===== config.mk =====
export PLATFORM = sky130hd
export DESIGN_NAME = cursor_line_edit_buffer
export DESIGN_NICKNAME = d
export VERILOG_FILES = /design/src/hdl/cleb_pkg.sv /design/src/hdl/cleb_front.sv /design/src/hdl/cleb_queue.sv /design/src/hdl/cleb_back.sv /design/src/hdl/cursor_line_edit_buffer.sv
export SDC_FILE = /design/constraint.sdc
export NUM_CORES = 1
export LEC_CHECK = 0
export BUFFER_PORTS_ARGS = -buffer_cell sky130_fd_sc_hd__buf_2
export CAP_MARGIN = 20
export CORE_MARGIN = 5
export CORE_UTILIZATION = 68
export DETAILED_ROUTE_END_ITERATION = 7
export GPL_ROUTABILITY_DRIVEN = 0
export PLACE_DENSITY_LB_ADDON = 0.12
export SLEW_MARGIN = 20
export SYNTH_ARGS = -nofsm -noshare
export SYNTH_HDL_FRONTEND = slang
export SYNTH_HIERARCHICAL = 1
export SYNTH_SLANG_ARGS = --single-unit

===== constraint.sdc =====
create_clock -name i_clk -period 8.5 [get_ports i_clk]
set_input_delay 1.7 -clock i_clk [delete_from_list [all_inputs] [get_ports i_clk]]
set_output_delay 1.7 -clock i_clk [all_outputs]
set_load 0.02 [all_outputs]

===== src/hdl/cleb_pkg.sv =====
// ---------------------------------------------------------------------------
// cleb_pkg: shared types and constants of the line edit buffer
// Key operation codes, the command word passed from front to back, and
// configuration register indexes with their reset key codes.
// ---------------------------------------------------------------------------
`default_nettype none

package cleb_pkg;

    localparam int KEY_W   = 8;
    localparam int CFG_IW  = 2;
    localparam int Q_DEPTH = 2;

    // configuration register indexes
    localparam logic [CFG_IW-1:0] CFG_LEFT_KEY  = 2'd0;
    localparam logic [CFG_IW-1:0] CFG_RIGHT_KEY = 2'd1;
    localparam logic [CFG_IW-1:0] CFG_ERASE_KEY = 2'd2;

    // key codes after reset: '<', '>', '-'
    localparam logic [KEY_W-1:0] RST_LEFT_KEY  = 8'd60;
    localparam logic [KEY_W-1:0] RST_RIGHT_KEY = 8'd62;
    localparam logic [KEY_W-1:0] RST_ERASE_KEY = 8'd45;

    typedef enum logic [1:0] {
        OP_INSERT = 2'd0,
        OP_LEFT   = 2'd1,
        OP_RIGHT  = 2'd2,
        OP_ERASE  = 2'd3
    } t_op;

    // one classified key on its way to the executor
    typedef struct packed {
        t_op              op;
        logic [KEY_W-1:0] key;
        logic             eol;
    } t_cmd;

    // queue head as seen by the executor
    typedef struct packed {
        logic valid;
        t_cmd cmd;
    } t_q_head;

endpackage

`default_nettype wire


===== src/hdl/cleb_front.sv =====
// ---------------------------------------------------------------------------
// cleb_front: key intake and classification
// Holds the key code registers, decodes each accepted key into an
// operation and pushes it into the command queue.
// ---------------------------------------------------------------------------
`default_nettype none

module cleb_front (
    input  wire logic                          i_clk,
    input  wire logic                          i_rst_n,
    input  wire logic                          i_cfg_we,
    input  wire logic [cleb_pkg::CFG_IW-1:0]   i_cfg_idx,
    input  wire logic [cleb_pkg::KEY_W-1:0]    i_cfg_data,
    input  wire logic                          i_in_valid,
    output logic                               o_in_stall,
    input  wire logic [cleb_pkg::KEY_W-1:0]    i_key_byte,
    input  wire logic                          i_line_end,
    input  wire logic                          i_q_full,
    output logic                               o_push,
    output cleb_pkg::t_cmd                     o_cmd
);

    logic [cleb_pkg::KEY_W-1:0] r_left_key;
    logic [cleb_pkg::KEY_W-1:0] r_right_key;
    logic [cleb_pkg::KEY_W-1:0] r_erase_key;

    // key code registers
    always_ff @(posedge i_clk) begin
        if (!i_rst_n) begin
            r_left_key  <= cleb_pkg::RST_LEFT_KEY;
            r_right_key <= cleb_pkg::RST_RIGHT_KEY;
            r_erase_key <= cleb_pkg::RST_ERASE_KEY;
        end else if (i_cfg_we) begin
            unique case (i_cfg_idx)
                cleb_pkg::CFG_LEFT_KEY:  r_left_key  <= i_cfg_data;
                cleb_pkg::CFG_RIGHT_KEY: r_right_key <= i_cfg_data;
                cleb_pkg::CFG_ERASE_KEY: r_erase_key <= i_cfg_data;
                default: ;  // unknown index: ignored
            endcase
        end
    end

    // classify: first matching code wins
    always_comb begin
        o_cmd.key = i_key_byte;
        o_cmd.eol = i_line_end;
        priority if (i_key_byte == r_left_key) begin
            o_cmd.op = cleb_pkg::OP_LEFT;
        end else if (i_key_byte == r_right_key) begin
            o_cmd.op = cleb_pkg::OP_RIGHT;
        end else if (i_key_byte == r_erase_key) begin
            o_cmd.op = cleb_pkg::OP_ERASE;
        end else begin
            o_cmd.op = cleb_pkg::OP_INSERT;
        end
    end

    assign o_in_stall = i_q_full;
    assign o_push     = i_in_valid && !i_q_full;

endmodule

`default_nettype wire


===== src/hdl/cleb_queue.sv =====
// ---------------------------------------------------------------------------
// cleb_queue: command queue between intake and executor
// Small FIFO of classified keys; lets intake and executor stall apart.
// ---------------------------------------------------------------------------
`default_nettype none

module cleb_queue (
    input  wire logic           i_clk,
    input  wire logic           i_rst_n,
    input  wire logic           i_push,
    input  wire cleb_pkg::t_cmd i_cmd,
    output logic                o_full,
    input  wire logic           i_pop,
    output cleb_pkg::t_q_head   o_head
);

    localparam int PW = $clog2(cleb_pkg::Q_DEPTH);
    localparam int CW = $clog2(cleb_pkg::Q_DEPTH + 1);

    cleb_pkg::t_cmd r_entry [cleb_pkg::Q_DEPTH];
    logic [PW-1:0]  r_wptr;
    logic [PW-1:0]  r_rptr;
    logic [CW-1:0]  r_count;
    logic           do_pop;

    assign o_full      = (r_count == CW'(cleb_pkg::Q_DEPTH));
    assign o_head.valid = (r_count != '0);
    assign o_head.cmd   = r_entry[r_rptr];
    assign do_pop       = i_pop && o_head.valid;

    // storage
    always_ff @(posedge i_clk) begin
        if (i_push) begin
            r_entry[r_wptr] <= i_cmd;
        end
    end

    // pointers and fill level
    always_ff @(posedge i_clk) begin
        if (!i_rst_n) begin
            r_wptr  <= '0;
            r_rptr  <= '0;
            r_count <= '0;
        end else begin
            if (i_push) begin
                r_wptr <= (r_wptr == PW'(cleb_pkg::Q_DEPTH - 1)) ? '0 : r_wptr + 1'b1;
            end
            if (do_pop) begin
                r_rptr <= (r_rptr == PW'(cleb_pkg::Q_DEPTH - 1)) ? '0 : r_rptr + 1'b1;
            end
            if (i_push && !do_pop) begin
                r_count <= r_count + 1'b1;
            end else if (!i_push && do_pop) begin
                r_count <= r_count - 1'b1;
            end
        end
    end

endmodule

`default_nettype wire


===== src/hdl/cleb_back.sv =====
// ---------------------------------------------------------------------------
// cleb_back: gap buffer executor and line readout
// Applies queued key operations to the text memory (left part grows up
// from 0, right part down from the top) and, on line end, streams the
// line out through an output register.
// ---------------------------------------------------------------------------
`default_nettype none

module cleb_back #(
    parameter int CAPACITY = 64
) (
    input  wire logic                        i_clk,
    input  wire logic                        i_rst_n,
    input  wire cleb_pkg::t_q_head           i_head,
    output logic                             o_pop,
    output logic                             o_out_valid,
    input  wire logic                        i_out_stall,
    output logic [cleb_pkg::KEY_W-1:0]       o_text_byte,
    output logic                             o_final_char,
    output logic                             o_line_empty,
    output logic                             o_overflowed
);

    localparam int AW = $clog2(CAPACITY);
    localparam int CW = $clog2(CAPACITY + 1);
    localparam logic [CW-1:0] CAP = CW'(CAPACITY);

    typedef enum logic [4:0] {
        S_IDLE = 5'b00001,
        S_MOVE = 5'b00010,
        S_LINE = 5'b00100,
        S_RD   = 5'b01000,
        S_RDW  = 5'b10000
    } t_state;

    t_state                     r_state, n_state;
    logic [CW-1:0]              r_left, n_left;
    logic [CW-1:0]              r_right, n_right;
    logic                       r_ovf, n_ovf;
    logic                       r_eol, n_eol;
    logic                       r_dir_left, n_dir_left;
    logic [CW-1:0]              r_k, n_k;
    logic                       r_out_valid, n_out_valid;
    logic [cleb_pkg::KEY_W-1:0] r_out_byte;
    logic                       r_out_final;
    logic                       r_out_empty;
    logic                       r_out_ovf;

    logic [cleb_pkg::KEY_W-1:0] r_text_mem [CAPACITY];
    logic [cleb_pkg::KEY_W-1:0] r_rd_data;

    logic                       mem_we;
    logic [AW-1:0]              mem_waddr;
    logic [cleb_pkg::KEY_W-1:0] mem_wdata;
    logic                       mem_re;
    logic [AW-1:0]              mem_raddr;

    logic                       out_load;
    logic [cleb_pkg::KEY_W-1:0] out_byte;
    logic                       out_final;
    logic                       out_empty;

    logic [CW-1:0]              total;
    logic                       slot_free;
    logic                       is_last;
    logic [CW-1:0]              rd_pos;
    logic [CW-1:0]              top_wr;

    assign total     = r_left + r_right;
    assign slot_free = !r_out_valid || !i_out_stall;
    assign is_last   = ((r_k + 1'b1) == total);
    // readout position k maps into the left part, then the right part
    assign rd_pos    = (r_k < r_left) ? r_k : (CAP - total + r_k);
    assign top_wr    = CAP - 1'b1 - r_right;

    // text memory: one write and one registered read port
    always_ff @(posedge i_clk) begin
        if (mem_we) begin
            r_text_mem[mem_waddr] <= mem_wdata;
        end
        if (mem_re) begin
            r_rd_data <= r_text_mem[mem_raddr];
        end
    end

    // executor control
    always_comb begin
        n_state     = r_state;
        n_left      = r_left;
        n_right     = r_right;
        n_ovf       = r_ovf;
        n_eol       = r_eol;
        n_dir_left  = r_dir_left;
        n_k         = r_k;
        o_pop       = 1'b0;
        mem_we      = 1'b0;
        mem_waddr   = r_left[AW-1:0];
        mem_wdata   = i_head.cmd.key;
        mem_re      = 1'b0;
        mem_raddr   = rd_pos[AW-1:0];
        out_load    = 1'b0;
        out_byte    = r_rd_data;
        out_final   = is_last;
        out_empty   = 1'b0;

        unique case (r_state)
            S_IDLE: begin
                if (i_head.valid) begin
                    o_pop      = 1'b1;
                    n_eol      = i_head.cmd.eol;
                    n_dir_left = (i_head.cmd.op == cleb_pkg::OP_LEFT);
                    n_state    = i_head.cmd.eol ? S_LINE : S_IDLE;
                    unique case (i_head.cmd.op)
                        cleb_pkg::OP_LEFT: begin
                            if (r_left != '0) begin
                                mem_re    = 1'b1;
                                mem_raddr = AW'(r_left - 1'b1);
                                n_state   = S_MOVE;
                            end
                        end
                        cleb_pkg::OP_RIGHT: begin
                            if (r_right != '0) begin
                                mem_re    = 1'b1;
                                mem_raddr = AW'(CAP - r_right);
                                n_state   = S_MOVE;
                            end
                        end
                        cleb_pkg::OP_ERASE: begin
                            if (r_left != '0) begin
                                n_left = r_left - 1'b1;
                            end
                        end
                        cleb_pkg::OP_INSERT: begin
                            if (total < CAP) begin
                                mem_we = 1'b1;
                                n_left = r_left + 1'b1;
                            end else begin
                                n_ovf = 1'b1;
                            end
                        end
                        default: ;
                    endcase
                end
            end

            // second half of a cursor move: write the carried character
            S_MOVE: begin
                mem_we    = 1'b1;
                mem_wdata = r_rd_data;
                if (r_dir_left) begin
                    mem_waddr = top_wr[AW-1:0];
                    n_left    = r_left - 1'b1;
                    n_right   = r_right + 1'b1;
                end else begin
                    mem_waddr = r_left[AW-1:0];
                    n_left    = r_left + 1'b1;
                    n_right   = r_right - 1'b1;
                end
                n_state = r_eol ? S_LINE : S_IDLE;
            end

            // start of readout; empty line gives a single flagged item
            S_LINE: begin
                if (total == '0) begin
                    if (slot_free) begin
                        out_load  = 1'b1;
                        out_byte  = '0;
                        out_final = 1'b1;
                        out_empty = 1'b1;
                        n_ovf     = 1'b0;
                        n_state   = S_IDLE;
                    end
                end else begin
                    n_k     = '0;
                    n_state = S_RD;
                end
            end

            S_RD: begin
                mem_re  = 1'b1;
                n_state = S_RDW;
            end

            // read data held until the output slot frees up
            S_RDW: begin
                if (slot_free) begin
                    out_load = 1'b1;
                    if (is_last) begin
                        n_left  = '0;
                        n_right = '0;
                        n_ovf   = 1'b0;
                        n_state = S_IDLE;
                    end else begin
                        n_k     = r_k + 1'b1;
                        n_state = S_RD;
                    end
                end
            end

            default: n_state = S_IDLE;
        endcase
    end

    // output register valid
    always_comb begin
        n_out_valid = r_out_valid && i_out_stall;
        if (out_load) begin
            n_out_valid = 1'b1;
        end
    end

    // output payload
    always_ff @(posedge i_clk) begin
        if (out_load) begin
            r_out_byte  <= out_byte;
            r_out_final <= out_final;
            r_out_empty <= out_empty;
            r_out_ovf   <= r_ovf;
        end
    end

    // control registers
    always_ff @(posedge i_clk) begin
        if (!i_rst_n) begin
            r_state     <= S_IDLE;
            r_left      <= '0;
            r_right     <= '0;
            r_ovf       <= 1'b0;
            r_eol       <= 1'b0;
            r_dir_left  <= 1'b0;
            r_k         <= '0;
            r_out_valid <= 1'b0;
        end else begin
            r_state     <= n_state;
            r_left      <= n_left;
            r_right     <= n_right;
            r_ovf       <= n_ovf;
            r_eol       <= n_eol;
            r_dir_left  <= n_dir_left;
            r_k         <= n_k;
            r_out_valid <= n_out_valid;
        end
    end

    assign o_out_valid  = r_out_valid;
    assign o_text_byte  = r_out_byte;
    assign o_final_char = r_out_final;
    assign o_line_empty = r_out_empty;
    assign o_overflowed = r_out_ovf;

endmodule

`default_nettype wire


===== src/hdl/cursor_line_edit_buffer.sv =====
// ---------------------------------------------------------------------------
// cursor_line_edit_buffer: line editor over a key stream (gap buffer)
// Keys come in on the input channel (i_in_valid / o_in_stall with
// i_key_byte, i_line_end). Left, right and erase codes are set through the
// write port (i_cfg_we, i_cfg_idx, i_cfg_data); any other byte is inserted.
// On a key flagged line end the key is applied, then the line goes out on
// the output channel (o_out_valid / i_out_stall), one item per character,
// the last one flagged; an empty line gives one item flagged empty.
// A key is written into the command queue when it is accepted and is
// executed once it is at the queue head and the executor is idle. Insert
// and erase are applied in the idle state; a cursor move is a registered
// read, then a write of the text memory. Readout starts in S_LINE; each
// character is then read (S_RD, S_RDW). A two-entry command queue keeps
// intake going while the executor is busy. If the receiver stalls, the
// output register keeps its item, readout pauses; a full queue stalls intake.
// Reset (synchronous, active low) empties the line, clears the overflow
// flag and restores the key codes to '<', '>' and '-'. No clearing pass.
// ---------------------------------------------------------------------------
`default_nettype none

module cursor_line_edit_buffer #(
    parameter int CAPACITY = 64
) (
    input  wire logic                          i_clk,
    input  wire logic                          i_rst_n,
    input  wire logic                          i_cfg_we,
    input  wire logic [cleb_pkg::CFG_IW-1:0]   i_cfg_idx,
    input  wire logic [cleb_pkg::KEY_W-1:0]    i_cfg_data,
    input  wire logic                          i_in_valid,
    output logic                               o_in_stall,
    input  wire logic [cleb_pkg::KEY_W-1:0]    i_key_byte,
    input  wire logic                          i_line_end,
    output logic                               o_out_valid,
    input  wire logic                          i_out_stall,
    output logic [cleb_pkg::KEY_W-1:0]         o_text_byte,
    output logic                               o_final_char,
    output logic                               o_line_empty,
    output logic                               o_overflowed
);

    logic               q_full;
    logic               q_push;
    logic               q_pop;
    cleb_pkg::t_cmd     q_cmd;
    cleb_pkg::t_q_head  q_head;

    cleb_front u_front (
        .i_clk      (i_clk),
        .i_rst_n    (i_rst_n),
        .i_cfg_we   (i_cfg_we),
        .i_cfg_idx  (i_cfg_idx),
        .i_cfg_data (i_cfg_data),
        .i_in_valid (i_in_valid),
        .o_in_stall (o_in_stall),
        .i_key_byte (i_key_byte),
        .i_line_end (i_line_end),
        .i_q_full   (q_full),
        .o_push     (q_push),
        .o_cmd      (q_cmd)
    );

    cleb_queue u_queue (
        .i_clk   (i_clk),
        .i_rst_n (i_rst_n),
        .i_push  (q_push),
        .i_cmd   (q_cmd),
        .o_full  (q_full),
        .i_pop   (q_pop),
        .o_head  (q_head)
    );

    cleb_back #(
        .CAPACITY (CAPACITY)
    ) u_back (
        .i_clk        (i_clk),
        .i_rst_n      (i_rst_n),
        .i_head       (q_head),
        .o_pop        (q_pop),
        .o_out_valid  (o_out_valid),
        .i_out_stall  (i_out_stall),
        .o_text_byte  (o_text_byte),
        .o_final_char (o_final_char),
        .o_line_empty (o_line_empty),
        .o_overflowed (o_overflowed)
    );

endmodule

`default_nettype wire

==> results.cfg <==
[status]
status = completed

[sta]
hold_viol = 0
tns_ps = 0
tightest_slew_ps = 1190
slew_violations = 0
setup_ws_ps = 2930
fmax_ghz = 0.180
fin_skew_ps = 18.5
setup_viol = 0
min_period_ps = 5570
relSlewSlack_pct = 20.1
grt_setup_unrepaired = false
finalCritPeriodShare_pct = 65.5

[power]
total_power_w = 0.0117
power_density_mw_per_mm2 = 400
peakVddDrop_v = 0.000830
leakagePower_nw = 9.90

[synthesis]
synth_ff_type = edfxtp_1
syn-cell-area_mm2 = 0.0270
syn_area_per_cell_um2 = 12.8
synth.distinct_cells = 85
synth_compound_area_share_pct = 9.38
ys_ff_latch = 612
synth_fp_nets = 2165
async_flop_share_pct = 0
yosys_warnings = 6
synth_fa_ha_area_share_pct = 1.70
synth-simple-area-share_pct = 13.7
synth_edf_count = 553
synth_top_family_by_area = simple AND/OR/NAND/NOR gates
yosys.area_share.xor_xnor_pct = 1.82
synth_seq_area_share_pct = 65.8
syn_inst = 2107
synthMuxAreaShare_pct = 4.66

[routing]
dr.pass1.iters = 6
post_drt_via_cell_ratio = 6.62
drt-total-wl_mm = 66.3
vias = 17696
drc_errors = 0
drt-initial-drc-count = 2450
routedWlPerCell_um = 24.8
ant_nets = 0

[floorplan]
rows = 73
pin_count = 37
fp.dieW_um = 209
initial_core_util_pct = 68.3
die_h_um = 209
core-area_mm2 = 0.0395
dieArea_mm2 = 0.0438

[grt]
grt_max_degree = 134
grt_pass1_vias = 16926
grt-ovfl-total = 0
grt_pass1_wl_mm = 101
grt_usage_pct = 29.8
antenna_found_initial = 0

[critical_path]
worstPathRequired_ps = 8860
start_kind = register
critPathMaxFanout = 58
r2r_slack_ps = 2930
arrival_ps = 5940
path_class = reg2reg
end_kind = register

[clock_tree]
ctsHoldBuffers = 0
numCtsBuffers = 58
clockRootBuffer = clkbuf_16
cts_sinks = 612
clk_latency_ps = 630
cts-resized-gates = 0
clkSlewWorstSetupHoldPaths_ps = 60
cts_buffer_depth = 3
cts_tree = built
cts_setup_buffers = 0
htreeDepth = 2

[hold_path]
hold_class = reg2reg

[layout]
fillers = 2458
diodes = 0
drive_gt1_share_pct = 10.6
multi_input_area_mm2 = 0.00850
final_nets = 2157
regArea_mm2 = 0.0178
utilization_pct = 74.0
area_growth_pct = 8.28

[place]
dp_hpwl_mm = 40.3
io_buffer_count = 36
post-place-ws_ps = 3060

[job]
drv_cap = 0
power breakdown:
group | internal (W) | total, W | switching, W | leakage (nW)
sequential | 0.00365 | 0.00374 | 0.0000852 | 5.46
clock | 0.00143 | 0.00254 | 0.00111 | 0.907
combinational | 0.00169 | 0.00543 | 0.00374 | 3.54
per-stage QoR:
stage / hold WS (ps) / cells / area (um^2)
floorplan: 408 / 2107 / 27000
finish: 481 / 2673 / 29200
CTS: 477 / 2673 / 29200
global placement: 465 / 2564 / 27400
global route: 496 / 2673 / 29200
detailed placement: 468 / 2564 / 27400
final cells by class:
type | count | area share [%]
flip-flops and latches | 612 | 60.8
multi-input cells | 1341 | 29.1
clock buffers | 74 | 5.24
well taps | 525 | 2.25
repair buffers | 54 | 1.12
clock inverters | 35 | 1.10
inverters | 32 | 0.411
state kept, by name, indices dropped and copies added, names as in the netlist, named ones only:
register and count:
u_back/r_left 7, u_back/r_text_mem 512, u_back/r_rd_data 8, u_back/r_right 7
u_back/o_overflowed 1, u_back/r_k 7, u_queue/r_rptr 1, u_front/r_left_key 8
u_back/o_final_char 1, u_queue/r_wptr 1, u_back/o_out_valid 1, u_back/r_eol 1
u_back/o_line_empty 1, u_front/r_right_key 8, u_back/r_state 5, u_queue/r_count 2
u_front/r_erase_key 8, u_queue/r_entry 22, u_back/o_text_byte 8, u_back/r_ovf 1
u_back/r_dir_left 1
critical path, cell delays in order (launching register included):
cell and delay, ps:
dfxtp_1 640, mux2_2 430, inv_1 90, ha_1 250, a21boi_0 490, o2bb2ai_1 170
nand2_1 510, nand3_4 850, buf_4 680, mux4_2 410, nand2_1 90, a21oi_1 130
o22ai_1 420, a211oi_2 50
logic make-up after synthesis:
kind of cell	Yosys count
AND/OR/NAND/NOR	804
XOR/XNOR	56
multiplexers	103
AO/OA/AOI/OAI	343
buffers and inverters	154
flip-flops	612
adder cells (fa/ha/maj)	35
synthesized netlist by cell type (20+ instances only):
master	number	share of area, %
a21oi_1	94	1.7
a221oi_1	23	0.75
and2_1	30	0.69
and3_1	25	0.58
buf_2	45	0.83
buf_4	20	0.56
clkbuf_1	38	0.53
dfxtp_1	59	4.4
edfxtp_1	553	61
ha_1	31	1.4
inv_1	32	0.44
mux2i_1	73	2.7
nand2_1	404	5.6
nand3_1	129	2.4
nor2_1	116	1.6
o21ai_0	22	0.41
xnor2_1	28	0.91
xor2_1	28	0.91
cell usage in the layout, fill, tap and decap left out, types with 18 or more instances in the layout:
master	n
ha_1	31
dfxtp_1	59
a221oi_1	23
xnor2_1	28
o21ai_0	21
edfxtp_1	553
nor2_1	115
and2_1	30
a21oi_1	93
inv_1	32
nor2b_1	18
mux2i_1	73
a31oi_1	18
clkbuf_16	59
nand2_1	396
nand3_1	129
and3_1	24
xor2_1	28
buf_2	36
layer usage:
layer / wire, um / track usage, % / up-vias / share of wire (%)
li1: - / - / 7845 / -
met1: 26400 / 43.3 / 8624 / 40
met2: 30700 / 46.5 / 1079 / 46
met3: 6980 / 5.93 / 148 / 11
met4: 2110 / 9.47 / 0 / 3.2
met5: 0 / 0 / - / 0
final timing paths:
path	to	start	depth (start not counted)
worst max-delay path	u_back/r_rd_data[7]	register	13
worst max register to register	u_back/r_rd_data[7]	register	13
worst min register to register	u_front/r_right_key[0]	u_front/r_right_key[0]	2
worst min-delay path	u_front/r_right_key[0]	u_front/r_right_key[0]	2
Note: power is estimated with default switching activity, not from simulation.
